$ cat src/rtl/core/aais_pkg.sv
// Shared types, constants and register codes for the area-average shrink block.
`default_nettype none
package aais_pkg;
  localparam int MaxWidth   = 4096;
  localparam int SampleBits = 16;
  localparam int SumBits    = 32;
  localparam int RowBits    = SumBits + 12;
  localparam int ColBits    = 12;

  typedef enum logic [2:0] {
    REG_SRC_W   = 3'd0,
    REG_SRC_H   = 3'd1,
    REG_RES_W   = 3'd2,
    REG_RES_H   = 3'd3,
    REG_STEP    = 3'd4,
    REG_GAIN    = 3'd5,
    REG_COLOUR  = 3'd6,
    REG_SWAP    = 3'd7
  } reg_idx_t;

  typedef struct packed {
    logic [15:0] sample_a;
    logic [15:0] sample_b;
    logic [15:0] sample_c;
    logic        frame_start;
  } in_word_t;

  typedef struct packed {
    logic [7:0]  out_byte0;
    logic [7:0]  out_byte1;
    logic [7:0]  out_byte2;
    logic [10:0] out_column;
    logic [10:0] out_row;
    logic        row_last;
    logic        frame_last;
  } out_word_t;

  // Work handed from the front part to the back part.
  typedef struct packed {
    logic [SumBits-1:0] sa;
    logic [SumBits-1:0] sb;
    logic [SumBits-1:0] sc;
    logic [ColBits-1:0] col;
    logic               wr_col;
    logic               first_row;
    logic               do_row;
    logic               first_col;
    logic               emit;
    logic [12:0]        cx;
    logic [12:0]        cy;
    logic [10:0]        rcol;
    logic [10:0]        rrow;
    logic               rlast;
    logic               flast;
  } task_t;

  typedef struct packed {
    logic [12:0] src_w;
    logic [12:0] src_h;
    logic [11:0] res_w;
    logic [11:0] res_h;
    logic [15:0] step;
    logic [23:0] gain;
    logic        colour;
    logic        swap;
  } cfg_t;
endpackage
`default_nettype wire

$ cat src/rtl/core/aais_queue.sv
// Two-entry queue between the front and back parts.
`default_nettype none
module aais_queue (
  input  wire logic            clk,
  input  wire logic            rst_n,
  input  wire logic            w_valid,
  output logic                 w_ready,
  input  wire aais_pkg::task_t w_data,
  output logic                 r_valid,
  input  wire logic            r_ready,
  output aais_pkg::task_t      r_data
);
  import aais_pkg::*;

  task_t    mem_r [2];
  logic     wp_r, rp_r;
  logic [1:0] cnt_r;
  logic     wr, rd;

  assign w_ready = cnt_r != 2'd2;
  assign r_valid = cnt_r != 2'd0;
  assign r_data  = mem_r[rp_r];
  assign wr = w_valid && w_ready;
  assign rd = r_valid && r_ready;

  always_ff @(posedge clk) begin
    if (!rst_n) begin
      wp_r <= 1'b0; rp_r <= 1'b0; cnt_r <= '0;
    end else begin
      if (wr) wp_r <= !wp_r;
      if (rd) rp_r <= !rp_r;
      cnt_r <= cnt_r + {1'b0, wr} - {1'b0, rd};
    end
    if (wr) mem_r[wp_r] <= w_data;
  end
endmodule
`default_nettype wire

$ cat config.mk
export PLATFORM = sky130hd
export DESIGN_NAME = aais_queue
export DESIGN_NICKNAME = d
export VERILOG_FILES = /design/src/rtl/core/aais_pkg.sv /design/src/rtl/core/aais_queue.sv
export SDC_FILE = /design/constraint.sdc
export NUM_CORES = 1
export LEC_CHECK = 0
export ABC_AREA = 1
export BUFFER_PORTS_ARGS = -buffer_cell sky130_fd_sc_hd__buf_2
export CAP_MARGIN = 30
export CORE_UTILIZATION = 37
export DETAILED_ROUTE_END_ITERATION = 8
export PLACE_DENSITY_LB_ADDON = 0.2
export SKIP_LAST_GASP = 1
export SLEW_MARGIN = 5
export SYNTH_ARGS = -nofsm -noshare
export SYNTH_HDL_FRONTEND = slang
export SYNTH_SLANG_ARGS = --single-unit
$ cat constraint.sdc
create_clock -name clk -period 18.6 [get_ports clk]
set_clock_uncertainty 0.2 [all_clocks]
set_input_delay 3.72 -clock clk [delete_from_list [all_inputs] [get_ports clk]]
set_output_delay 3.72 -clock clk [all_outputs]
set_load 0.01 [all_outputs]
==> summary.md, run 1 <==
| Metric | Value |
|---|---|
| Run status | `complete, no violations` |
| Io pins | `332` |
| Register area share after synthesis | `80.6%` |
| Initial antenna violation count | `3` |
| Post-Layout Cell Count | `1371` |
| H-tree Lvls | `2` |
| Die Width | `184 um` |
| Primary FF master, synth | `edfxtp_1` |
| Post-CTS setup buffers | `0` |
| Std-Cell Core Area | `32600 um2` |
| Final hold violation count | `0` |
| Design Area, Final | `15600 um2` |
| Yosys top cell area share | `79.8%` |
| Leakage power | `5.92 nW` |
| WL/cell | `17.3 um` |
| #FFs+latches synth | `331` |
| CP max-delay cell | `dfxtp_4` |
| GP Congestion | `0.701` |
| WP data required | `14.68 ns` |
| Vias in the first global route | `6112` |
| Post-CTS resize count | `0` |
| # placed instances | `1307` |
| Power per Cell Area | `136 nW/um2` |
| Dpl ws | `12.29 ns` |
| Startpoint Class | `flip-flop` |
| Vias | `6196` |
| Peak Freq | `154 MHz` |
| Placed Area | `14400 um2` |
| Final Worst Setup Slack | `12.09 ns` |
| Worst-margin pin slew | `0.943 ns` |
| CP bufs+invs | `3` |
| Synth cell count leaders | `edfxtp_1, mux2_2, mux2_4` |
| Largest net degree at the start of global routing | `70` |
| Clock Pin Slew Worst Setup and Hold Paths | `0.06 ns` |
| Setup crit end kind | `output pin` |
| Detail-routed via count per cell | `4.52` |
| Hold buffers post-CTS | `0` |
| Post-layout util | `47.7%` |
| Hold Slack | `0.302 ns` |
| Ys Warns | `0` |
| Crit path cell chain | `buf_4 -> buf_16 -> mux2_2 -> buf_2` |
| Fillers | `2809` |
| CTS root buffer | `clkbuf_16` |
| Crit-path leading delay family | `buffers and inverters` |
| All-layer global routing usage | `13.4%` |
| First-pass GRT wire length | `34400 um` |
| Area Overhead vs Synth | `26.8%` |
| Hold Path Class | `reg2reg` |
| Mapped Area | `12300 um2` |
| Top cells by area, synth | `edfxtp_1, mux2_4, mux2_2` |
| Drt pass-1 iters | `4` |
| EDFF count, synth | `326` |
| Die Y | `184 um` |
| Gate count of the mapped netlist | `543` |
| CP peak stage delay | `0.78 ns` |
| Max-slew violations | `0` |
| Total CTS buffers | `37` |
| Starting density of the core | `37.6%` |
| Area leader, netlist | `edfxtp_1` |
| Initial DRC count | `256` |
| Clk Latency, worst-skew pair | `0.50 ns` |
| Clk buf depth | `3` |
| Most instantiated library cell after synthesis | `edfxtp_1` |
| Mapped Nets | `711` |
| Sum of negative setup slack | `0 ns` |
| Unrepaired setup endpoints after global routing | `no` |
| Max cap viols | `0` |
| CTS sink count | `331` |
| Layout cells sized above 1 | `60.0%` |
| WS Path Type | `reg2out` |
| Synth unique cells | `13` |
| CP arrival | `2.59 ns` |
| Antenna Nets Post-Route | `0` |
| R2R setup slack | `15.67 ns` |
| DRC viols | `0` |
| Max IR drop VDD | `100 uV` |
| Grt ovf | `0` |
| Final period util | `35.0%` |
| Worst slew margin | `37.1%` |
| Rows | `66` |
| Die Footprint | `33900 um2` |
| Minimum clock period | `6.51 ns` |
| Power, Total | `2.11 mW` |
| Post-detail-place hpwl | `15300 um` |
| Final #Nets | `1074` |
| Total Routed Length | `23700 um` |
| CTS tree | `built` |
| Final setup viols | `0` |
| Crit Path Max Fanout | `47` |
| Avg Cell Area, Syn | `22.6 um2` |
| Port Buffers | `331` |
| Ys async rst share | `0%` |
## where the power goes
group	internal (mW)	total, mW	switching, mW
combinational	0.238	0.494	0.255
clock	0.375	0.640	0.265
sequential	0.947	0.981	0.0341
total	1.56	2.11	0.554
## cells by family (layout without fill, tap and decap cells)
family                   after synthesis  in the layout  share of synthesized area [%]
AO/OA/AOI/OAI                          1              1                         0.0408
XOR/XNOR                               1              1                         0.0714
adder cells (fa/ha/maj)                1              1                          0.102
buffers and inverters                 25            410                           1.41
flip-flops                           331            331                           80.6
multiplexers                         163            163                           17.1
other                                  0              1                              0
AND/OR/NAND/NOR                       21             21                          0.653
## area by class of cell
cell class | instances | area, um2 | share of cell area (%)
Inverter | 7 | 26.3 | 0.169
Antenna cell | 1 | 2.50 | 0.0161
Clock buffer | 41 | 941 | 6.05
Timing Repair Buffer | 342 | 1800 | 11.6
Sequential cell | 331 | 9890 | 63.6
Clock inverter | 20 | 120 | 0.772
Multi-Input combinational cell | 187 | 2220 | 14.3
Tap cell | 442 | 553 | 3.56
## path summary, 6_finish.rpt
check | startpoint | endpoint | cells past startpoint
hold / removal | rp_r | flip-flop | 2
hold reg to reg | rp_r | flip-flop | 2
setup reg to reg | cnt_r[0] | mem_r[0][125] | 6
setup / recovery | flip-flop | r_data[10] | 4
## state kept, by name (all words and copies together), names as in the netlist, named ones only
signal  count
mem_r     326
cnt_r       2
rp_r        1
wp_r        1
## placed cells by master (no fill, tap or decap)
master / instances
dfxtp_4: 1
buf_4: 8
clkbuf_16: 37
edfxtp_1: 326
nand3_1: 1
clkinv_2: 9
a21oi_1: 1
xnor2_1: 1
buf_2: 331
diode_2: 1
bufinv_16: 1
nor2_1: 7
clkbuf_1: 4
inv_1: 7
mux2_2: 93
clkinv_1: 8
nand2_1: 11
buf_16: 3
nor2_4: 2
mux2_4: 70
ha_1: 1
dfxtp_1: 4
clkinvlp_4: 2
## per-layer routing
metal / routed length (um) / vias up / track usage, %
li1: - / 2869 / -
met1: 10000 / 3034 / 16.9
met2: 10800 / 245 / 20.9
met3: 2340 / 44 / 5.76
met4: 521 / 4 / 4.20
met5: 22 / - / 0
## tightest hold or removal path: cells and delay by family, from the launching register on
family | cells | cell delay [ns]
flip-flops | 1 | 0.33
AND/OR/NAND/NOR | 2 | 0.14
(Power assumes the default switching activity.)
==> run 2, diff against run 1 <==
Clock period 18.6 ns to 5.86 ns, I/O delays scaled along.
==> summary.md, run 2 (synthesis gave the netlist of run 1 again) <==
| Metric | Value |
|---|---|
| Die Width | `184 um (unchanged)` |
| Detail-routed via count per cell | `4.52 (about the same)` |
| Final setup viols | `0 (unchanged)` |
| WL/cell | `17.7 um (+2.8%)` |
| Grt ovf | `0 (unchanged)` |
| Post-CTS resize count | `0 (unchanged)` |
| Crit path cell chain | `buf_12 -> mux2_2 -> buf_2` |
| Hold Path Class | `reg2reg` |
| GP Congestion | `0.737 (+5.2%)` |
| Vias | `6216 (+0.32%)` |
| Minimum clock period | `3.92 ns` |
| CP peak stage delay | `0.85 ns (+0.07 ns)` |
| CTS root buffer | `clkbuf_16` |
| Setup crit end kind | `output pin` |
| Post-layout util | `48.0% (+0.35 points)` |
| Reg2Reg Depth | `5 (-1)` |
| WP data required | `4.49 ns (-10.19 ns)` |
| Max IR drop VDD | `253 uV (+150%)` |
| Final period util | `66.9%` |
| Die Footprint | `33900 um2 (unchanged)` |
| GR met2 Demand/Resource | `22.6% (+1.7 points)` |
| Hold depth | `2 (unchanged)` |
| Largest net degree at the start of global routing | `89 (+27%)` |
| Post-Layout Cell Count | `1376 (+0.36%)` |
| # placed instances | `1306 (-0.077%)` |
| Rows | `66 (unchanged)` |
| Initial antenna violation count | `7 (+4)` |
| Crit Path Max Fanout | `84 (+79%)` |
| Leakage power | `5.96 nW (+0.66%)` |
| First-pass GRT wire length | `35200 um (+2.5%)` |
| Std-Cell Core Area | `32600 um2 (unchanged)` |
| WS Path Type | `reg2out` |
| Clock Pin Slew Worst Setup and Hold Paths | `0.06 ns (about the same)` |
| Max FFs per register | `326 (unchanged)` |
| Met3 usage | `5.67% (-0.099 points)` |
| Vias in the first global route | `6325 (+3.5%)` |
| Worst-margin pin slew | `0.861 ns (-0.0828 ns)` |
| Die Y | `184 um (unchanged)` |
| Starting density of the core | `37.6% (unchanged)` |
| Hold buffers post-CTS | `0 (unchanged)` |
| Top flop regs | `mem_r (326), cnt_r (2)` |
| Area Overhead vs Synth | `27.7%` |
| GR peak layer | `met2` |
| Global routing usage on met1 | `16.4% (-0.50 points)` |
| Power, Total | `6.91 mW (+230%)` |
| Max-slew violations | `0 (unchanged)` |
| Power per Cell Area | `441 nW/um2 (+220%)` |
| Initial DRC count | `247 (-3.5%)` |
| Run status | `complete, no violations` |
| Drt pass-1 iters | `6 (+2)` |
| Startpoint Class | `flip-flop` |
| Commonest non-fill, non-tap cells in the layout | `buf_2, edfxtp_1, mux2_2` |
| Antenna Nets Post-Route | `0 (unchanged)` |
| Worst slew margin | `42.5% (+5.4 points)` |
| Clk buf depth | `3 (unchanged)` |
| CP max-delay cell | `dfxtp_4` |
| Max cap viols | `0 (unchanged)` |
| Commonest non-fill, non-tap cell in the layout | `buf_2` |
| Final #Nets | `1071 (-0.28%)` |
| Total Routed Length | `24400 um (+3.2%)` |
| Total CTS buffers | `37 (unchanged)` |
| DRC viols | `0 (unchanged)` |
| Port Buffers | `331 (unchanged)` |
| CTS sink count | `331 (unchanged)` |
| Largest register by flop count | `mem_r` |
| Post-CTS setup buffers | `0 (unchanged)` |
| CP arrival | `2.55 ns (-0.04 ns)` |
| All-layer global routing usage | `13.8% (+0.41 points)` |
| Final hold violation count | `0 (unchanged)` |
| Unrepaired setup endpoints after global routing | `no` |
| CTS tree | `built` |
| Layout cells sized above 1 | `59.8% (-0.24 points)` |
| Clk Latency, worst-skew pair | `0.50 ns (about the same)` |
| Post-detail-place hpwl | `16100 um (+5.2%)` |
| Io pins | `332 (unchanged)` |
| H-tree Lvls | `2 (unchanged)` |
| Peak Freq | `255 MHz` |
[run 2: layout make-up]
class	instances	area, um2
Timing Repair Buffer	339	1770
Antenna cell	4	10.0
Inverter	7	26.3
Tap cell	442	553
Multi-Input combinational cell	187	2220
Fill cell	2805	17000
Clock inverter	12	138
Sequential cell	331	9890
Clock buffer	54	1060
[run 2: metal layers]
metal	routed length [um]	share of wire, %	vias to the layer above
met1	9840	40	3006
met3	2500	10	55
met4	595	2.4	8
met5	53	0.22	-
li1	-	-	2881
met2	11400	47	266
[run 2: power by group]
group / total, mW / internal [mW] / leakage [nW] / switching [mW]
logic: 1.54 / 0.749 / 2.29 / 0.792
clock network: 2.24 / 1.39 / 0.584 / 0.853
registers: 3.13 / 3.00 / 3.09 / 0.126
total: 6.91 / 5.14 / 5.96 / 1.77
[run 2: critical path: cells and delay by family, from the launching register on]
| family | cells | cell delay (ns) |
|---|---|---|
| flip-flops | 1 | 0.85 |
| buffers and inverters | 2 | 0.59 |
| multiplexers | 1 | 0.41 |
[run 2: through the flow]
step                area [um2]  TNS, ns  setup WS [ns]  hold slack, ns
floorplan                12300  -122.70         -0.385           0.267
global placement         14500        0           2.40           0.281
detailed placement       14500        0           2.40           0.304
CTS                      15700        0           1.84           0.320
global route             15700        0           1.79           0.361
finish                   15700        0           1.94           0.313
[run 2: path summary, 6_finish.rpt]
path | slack [ns] | start | endpoint
setup / recovery | 1.94 | flip-flop | r_data[1]
hold / removal | 0.31 | rp_r | rp_r
setup reg to reg | 3.29 | cnt_r[0] | mem_r[1][133]
hold reg to reg | 0.31 | rp_r | rp_r
==> run 3, diff against run 2 <==
Clock period 5.86 ns to 3.7 ns, I/O delays scaled along.
==> summary.md, run 3 (synthesis gave the netlist of run 1 again) <==
| Metric | Value |
|---|---|
| Setup crit end kind | `output pin` |
| Rows | `66 (unchanged)` |
| Placed Area | `14500 um2 (+0.23%)` |
| Reg2Reg Depth | `5 (unchanged)` |
| Post-detail-place hpwl | `15700 um (-2.7%)` |
| Crit path cell chain | `buf_12 -> mux2_2 -> buf_2` |
| GP Congestion | `0.695 (-5.6%)` |
| Hold buffers post-CTS | `0 (unchanged)` |
| WL/cell | `17.6 um (-1.1%)` |
| Max FFs per register | `326 (unchanged)` |
| Clk Latency, worst-skew pair | `0.49 ns (about the same)` |
| Register Area | `9890 um2 (unchanged)` |
| Final #Nets | `1070 (-0.093%)` |
| Std-Cell Core Area | `32600 um2 (unchanged)` |
| DRC viols | `0 (unchanged)` |
| Design Area, Final | `15600 um2 (-0.38%)` |
| First-pass GRT wire length | `35400 um (+0.45%)` |
| CP max-delay cell | `dfxtp_4` |
| Die Footprint | `33900 um2 (unchanged)` |
| Vias in the first global route | `6205 (-1.9%)` |
| Io pins | `332 (unchanged)` |
| Sum of negative setup slack | `0 ns (unchanged)` |
| WP data required | `2.76 ns (-1.73 ns)` |
| Max IR drop VDD | `418 uV (+65%)` |
| Drt pass-1 iters | `4 (-2)` |
| Die Y | `184 um (unchanged)` |
| Crit Path Max Fanout | `46 (-45%)` |
| Final period util | `81.2%` |
| CP peak stage delay | `0.63 ns (-0.22 ns)` |
| Largest register by flop count | `mem_r` |
| Top flop regs | `mem_r (326), cnt_r (2)` |
| Global routing usage on met1 | `16.9% (+0.51 points)` |
| Area occupied by multi-input gates | `2240 um2 (+0.73%)` |
| Crit-path leading delay family | `flip-flops` |
| Vias | `6129 (-1.4%)` |
| Met3 usage | `6.68% (+1.0 points)` |
| Post-CTS resize count | `0 (unchanged)` |
| CTS root buffer | `clkbuf_16` |
| WS Path Type | `reg2out` |
| CTS sink count | `331 (unchanged)` |
| Max cap viols | `0 (unchanged)` |
| GR peak layer | `met2` |
| Layout cells sized above 1 | `59.4% (-0.37 points)` |
| Post-CTS setup buffers | `0 (unchanged)` |
| Fillers | `2829 (+0.86%)` |
| CTS tree | `built` |
| Run status | `complete, no violations` |
| Worst-margin pin slew | `0.919 ns (+0.0581 ns)` |
| Worst reg2reg path endpoint | `mem_r[1][59]` |
| Commonest non-fill, non-tap cell in the layout | `buf_2` |
| Hold depth | `1 (-1)` |
| Total Routed Length | `24100 um (-1.4%)` |
| Initial DRC count | `325 (+32%)` |
| Antenna Nets Post-Route | `0 (unchanged)` |
| Clk buf depth | `3 (unchanged)` |
| Peak Freq | `333 MHz` |
| Area Overhead vs Synth | `27.2%` |
| GR met2 Demand/Resource | `21.2% (-1.4 points)` |
| Dpl ws | `1.18 ns (-1.21 ns)` |
| Die Width | `184 um (unchanged)` |
| Worst slew margin | `38.8% (-3.7 points)` |
| Port Buffers | `331 (unchanged)` |
| Hold Path Class | `in2reg` |
| Final setup viols | `0 (unchanged)` |
| Final Worst Setup Slack | `0.697 ns (-1.24 ns)` |
| WHS Endpoint | `mem_r[1][117]` |
| Detail-routed via count per cell | `4.47 (-1.0%)` |
| All-layer global routing usage | `13.8% (-0.034 points)` |
| CP arrival | `2.06 ns (-0.49 ns)` |
| Final hold violation count | `0 (unchanged)` |
| Power per Cell Area | `691 nW/um2 (+57%)` |
| Unrepaired setup endpoints after global routing | `no` |
| Max-slew violations | `0 (unchanged)` |
| Power, Total | `10.8 mW (+56%)` |
| Startpoint Class | `flip-flop` |
| Starting density of the core | `37.6% (unchanged)` |
| Minimum clock period | `3.00 ns` |
| R2r startpoint | `cnt_r[0]` |
| Commonest non-fill, non-tap cells in the layout | `buf_2, edfxtp_1, mux2_2` |
| Min-delay src | `w_data[117]` |
| R2R setup slack | `1.55 ns (-1.74 ns)` |
| Grt ovf | `0 (unchanged)` |
| Total CTS buffers | `37 (unchanged)` |
| H-tree Lvls | `2 (unchanged)` |
| Largest net degree at the start of global routing | `130 (+46%)` |
| Leakage power | `5.92 nW (-0.69%)` |
| Clock Pin Slew Worst Setup and Hold Paths | `0.06 ns (about the same)` |
| Initial antenna violation count | `6 (-1)` |
| CP bufs+invs | `2 (unchanged)` |
## run 3: cell count changes in the layout (fill, tap and decap cells not counted), moves of 2 or more
| cell | previous run | this run |
|---|---|---|
| buf_12 | 4 | 6 |
| clkbuf_8 | 3 | 0 |
| clkbuf_1 | 12 | 9 |
| buf_4 | 4 | 1 |
| clkbuf_16 | 39 | 37 |
| clkinv_1 | 3 | 8 |
## run 3: worst reg2reg max path, cell delays in order (launching register included)
cell     delay (ns)
dfxtp_1        0.35
inv_1          0.05
nand2_1        0.19
nand2_8        0.11
nor2_4         0.15
buf_12         0.43
## run 3: how the worst max path moves through the flow
stage / cells after the start / slack, ns / to / start
3_5_place_dp: 3 / 1.18 / r_data[79] / flip-flop
5_1_grt: 3 / 0.58 / r_data[79] / flip-flop
2_1_floorplan: 2 / -0.17 / mem_r[1][0] / w_valid
3_3_place_gp: 3 / 1.18 / r_data[76] / flip-flop
4_1_cts: 3 / 0.64 / r_data[79] / flip-flop
6_report: 3 / 0.70 / r_data[4] / flip-flop
## run 3: metal layers
metal,wire (um),up-vias
li1,-,2881
met1,9860,2935
met2,10800,257
met3,2760,48
met4,584,8
met5,46,-
## run 3: power breakdown
part | switching [mW] | leakage [nW] | internal (mW)
sequential | 0.159 | 3.09 | 4.76
clock | 1.33 | 0.538 | 2.03
combinational | 1.30 | 2.29 | 1.20
## run 3: final cells by class
cell class | instances | area share (%)
Inverter | 7 | 0.168
Clock inverter | 15 | 0.922
Tap cell | 442 | 3.54
Clock buffer | 46 | 6.15
Antenna cell | 5 | 0.0802
Sequential cell | 331 | 63.4
Multi-Input combinational cell | 187 | 14.3
Timing Repair Buffer | 338 | 11.4
## run 3: metrics by stage
step           instances  utilization (%)  hold WS [ns]
2_1_floorplan        543                -         0.267
3_3_place_gp        1305             44.4         0.280
3_5_place_dp        1305             44.4         0.305
4_1_cts             1366             47.8         0.200
5_1_grt             1366             47.8         0.197
6_report            1371             47.9         0.223
